<file path="src/rtl/evq_ram.sv">
// ----------------------------------------------------------------------------
// evq_ram
// Simple dual-port synchronous RAM, one write and one registered read port.
// ----------------------------------------------------------------------------
module evq_ram #(
  parameter int DEPTH = 64,
  parameter int WIDTH = 50
) (
  input  logic                     clk,
  input  logic                     we,
  input  logic [$clog2(DEPTH)-1:0] waddr,
  input  logic [WIDTH-1:0]         wdata,
  input  logic                     re,
  input  logic [$clog2(DEPTH)-1:0] raddr,
  output logic [WIDTH-1:0]         rdata
);

  logic [WIDTH-1:0] mem [DEPTH];

  always_ff @(posedge clk) begin
    if (we) begin
      mem[waddr] <= wdata;
    end
  end

  // rdata holds between reads
  always_ff @(posedge clk) begin
    if (re) begin
      rdata <= mem[raddr];
    end
  end

endmodule

</file>
<file path="config.mk">
export PLATFORM = sky130hd
export DESIGN_NAME = evq_ram
export DESIGN_NICKNAME = d
export VERILOG_FILES = /design/src/rtl/evq_ram.sv
export SDC_FILE = /design/constraint.sdc
export NUM_CORES = 2
export LEC_CHECK = 0
export BUFFER_PORTS_ARGS = -buffer_cell sky130_fd_sc_hd__buf_4
export CORE_MARGIN = 1.5
export CORE_UTILIZATION = 52
export DETAILED_ROUTE_END_ITERATION = 6
export PLACE_DENSITY = 0.65
export SLEW_MARGIN = 10
export SYNTH_ARGS = -nofsm -noshare
export SYNTH_HDL_FRONTEND = slang
export SYNTH_SLANG_ARGS = --single-unit
</file>
<file path="constraint.sdc">
create_clock -name clk -period 17.7 [get_ports clk]
set_input_delay 4.425 -clock clk [delete_from_list [all_inputs] [get_ports clk]]
set_output_delay 4.425 -clock clk [all_outputs]
set_load 0.03 [all_outputs]
</file>
==> flow_summary.json <==
{
  "grt_use_total_pct": 28.4,
  "yosys-top-cells-area": "edfxtp_1 (79%), mux4_2 (13%), mux2i_1 (1.9%)",
  "layout.cells.non_filler": 9141,
  "power.density_nw_per_um2": 114,
  "tns_ns": 0,
  "synthFlopType": "edfxtp_1",
  "cts_hold_buffers": 0,
  "min_from": "mem[26][24]",
  "max_stage_delay_ns": 0.80,
  "path_buf_inv": 4,
  "layout_min_cycle_time_ns": 8.08,
  "min_to": "rdata[24]",
  "setup_viol": 0,
  "synth_top_area_cell": "edfxtp_1",
  "overflow": 0,
  "r2r_cells": 5,
  "finClkSkew_ns": 0.0318,
  "reg2reg_setup_slack_ns": 15.45,
  "yosys_warnings": 0,
  "grt_max_degree": 120,
  "drv_cap": 0,
  "rows": 178,
  "synth-seq-cells": 3250,
  "clockRootBuffer": "clkbuf_16",
  "fmax_ghz": 0.124,
  "ys_seq_area_share_pct": 79.1,
  "drive_gt1_share_pct": 25.9,
  "grt_pass1_vias": 60391,
  "cp-end-kind": "register",
  "rsz0062_at_grt": "false",
  "cts_buffers": 332,
  "static-leakage-power_nw": 43.1,
  "ys_top_cells_by_count": "edfxtp_1 (3250), mux4_2 (690), mux2i_1 (229)",
  "finalHoldViolCount": 0,
  "fill_cells": 16857,
  "cts_resized": 0,
  "r2r-start": "mem[18][14]",
  "grt_pass1_wl_um": 475000,
  "h-tree-depth": 5,
  "route.vias.total": 61780,
  "synth.most_common_cell": "edfxtp_1",
  "worstPathMaxFanout": 119,
  "r2r_end": "rdata[14]",
  "start_util_pct": 52.4,
  "holdPathStages": 4,
  "clk_latency_ns": 0.95,
  "wire_per_inst_um": 37.5,
  "gp_congestion": 0.791,
  "peakVddDrop_uv": 107,
  "crit_family": "buffers and inverters",
  "crit_type": "in2reg",
  "cpMostUsedCell": "buf_4",
  "synthCells": 5457,
  "drt_wl_total_um": 342000,
  "syn_to_final_growth_pct": 12.1,
  "antenna_found_initial": 19,
  "cp_cell_sequence": "buf_16, buf_4, buf_4, buf_4, mux4_2, a211oi_1, a311o_1, a21oi_1",
  "coreArea_um2": 236000,
  "final_net_count": 5816,
  "firstDrtPassIters": 6,
  "fin_crit_sh_pct": 45.7,
  "required_ns": 18.34,
  "hold_class": "reg2reg",
  "clk_pin_slew_ns": 0.06,
  "numClockSinks": 3250,
  "status": "finished clean",
  "viasPerCell": 6.76,
  "drtIter0Drc": 9070,
  "dieArea_um2": 240000,
  "ios": 115,
  "crit_slowest_cell": "buf_4",
  "avgSynthCellArea_um2": 22.6,
  "async_reset_ff_share_pct": 0,
  "die_x_um": 490,
  "synth_cell_types": 44,
  "cts_tree": "yes",
  "maxSlewViolCount": 0,
  "portBuffers": 114,
  "ant_nets": 0,
  "start_kind": "primary input",
  "drcViolationCount": 0,
  "clockBufferDepth": 4,
  "synth_top_area_share_pct": 79.1,
  "synth_edf_count": 3250,
  "worst_pin_slew_ns": 1.32,
  "arrival_ns": 8.73,
  "syn_area_um2": 123000,
  "post_cts_buffers": 0,
  "placedCellCount": 8567,
  "die_y_um": 490,
  "hpwlAfterDp_um": 179000,
  "synth_nets": 5522,
  "maxSlewHeadroom_pct": 11.9
}
==> flip-flops by register name, indices dropped and copies added (netlist names) <==
| register | count |
|---|---|
| mem | 3200 |
| rdata | 50 |
==> through the flow <==
stage	power, mW	hold slack (ns)	utilization (%)	cell area [um^2]	setup WS, ns
5_1_grt	16.2	0.917	58.7	138000	9.31
3_5_place_dp	9.49	0.885	54.5	128000	8.64
3_3_place_gp	9.47	0.872	54.5	128000	8.66
4_1_cts	15.9	0.894	58.7	138000	9.66
2_1_floorplan	9.15	0.848	-	123000	8.85
6_report	15.8	0.877	58.7	138000	9.62
==> layer usage <==
metal	GRT usage, %	routed length, um	vias to the layer above
met1	41.2	133000	33371
li1	-	-	23931
met3	4.75	34900	644
met2	44.5	163000	3832
met4	8.89	11300	2
met5	0	13	-
==> cell families after synthesis <==
kind of cell | Yosys count | synth area share [%]
DFF | 3250 | 79.1
and+or+nand+nor | 446 | 1.74
muxes | 1003 | 15.2
buffers and inverters | 319 | 1.34
AOI/OAI and AO/OA | 439 | 2.66
==> worst max-delay path by stage <==
stage | slack (ns) | from | end | cells past startpoint
after floorplan | 8.85 | waddr[3] | mem[48][0] | 4
after global placement | 8.66 | raddr[0] | rdata[18] | 8
after detailed placement | 8.64 | raddr[0] | rdata[18] | 8
after CTS | 9.66 | raddr[0] | rdata[18] | 8
after global routing | 9.31 | raddr[0] | rdata[35] | 8
final | 9.62 | raddr[0] | rdata[35] | 8
==> worst register-to-register path, delay by kind of cell (launching register included) <==
family | cells | cell delay (ns)
AO/OA/AOI/OAI | 3 | 1.01
multiplexers | 1 | 0.47
flip-flops | 1 | 0.36
AND/OR/NAND/NOR | 1 | 0.10
==> cells in the final DEF (no fill, tap or decap), types with 14 or more instances in the layout <==
master / count
nand2_1: 107
a221o_1: 36
mux2_1: 16
a311o_1: 15
edfxtp_1: 3250
a211oi_1: 32
bufinv_16: 14
nand3_1: 98
clkinv_2: 57
mux2i_1: 229
a21oi_1: 26
o221ai_1: 55
mux2_2: 68
a22oi_1: 80
clkbuf_1: 69
o21ai_1: 15
nor2_1: 31
clkinv_1: 77
o22ai_1: 126
nand4_1: 65
o211ai_1: 15
mux4_2: 690
and3_1: 17
clkbuf_16: 339
buf_4: 269
nor2b_1: 23
o22a_1: 15
nor2_4: 65
==> report_power, final <==
group          switching [mW]  internal, mW
clock network            2.81          3.69
registers              0.0286          8.54
logic                   0.493         0.267
total                    3.33          12.5
==> layout make-up <==
| class | count | area (um^2) | share of cell area [%] |
|---|---|---|---|
| well taps | 3150 | 3940 | 2.85 |
| diodes | 5 | 12.5 | 0.00904 |
| flip-flops and latches | 3250 | 97600 | 70.5 |
| clock inverters | 161 | 1120 | 0.808 |
| repair buffers | 278 | 2190 | 1.58 |
| inverters | 1 | 3.75 | 0.00271 |
| multi-input cells | 1888 | 24800 | 17.9 |
| clock buffers | 408 | 8740 | 6.32 |
Power figures use the tool's default switching activity.
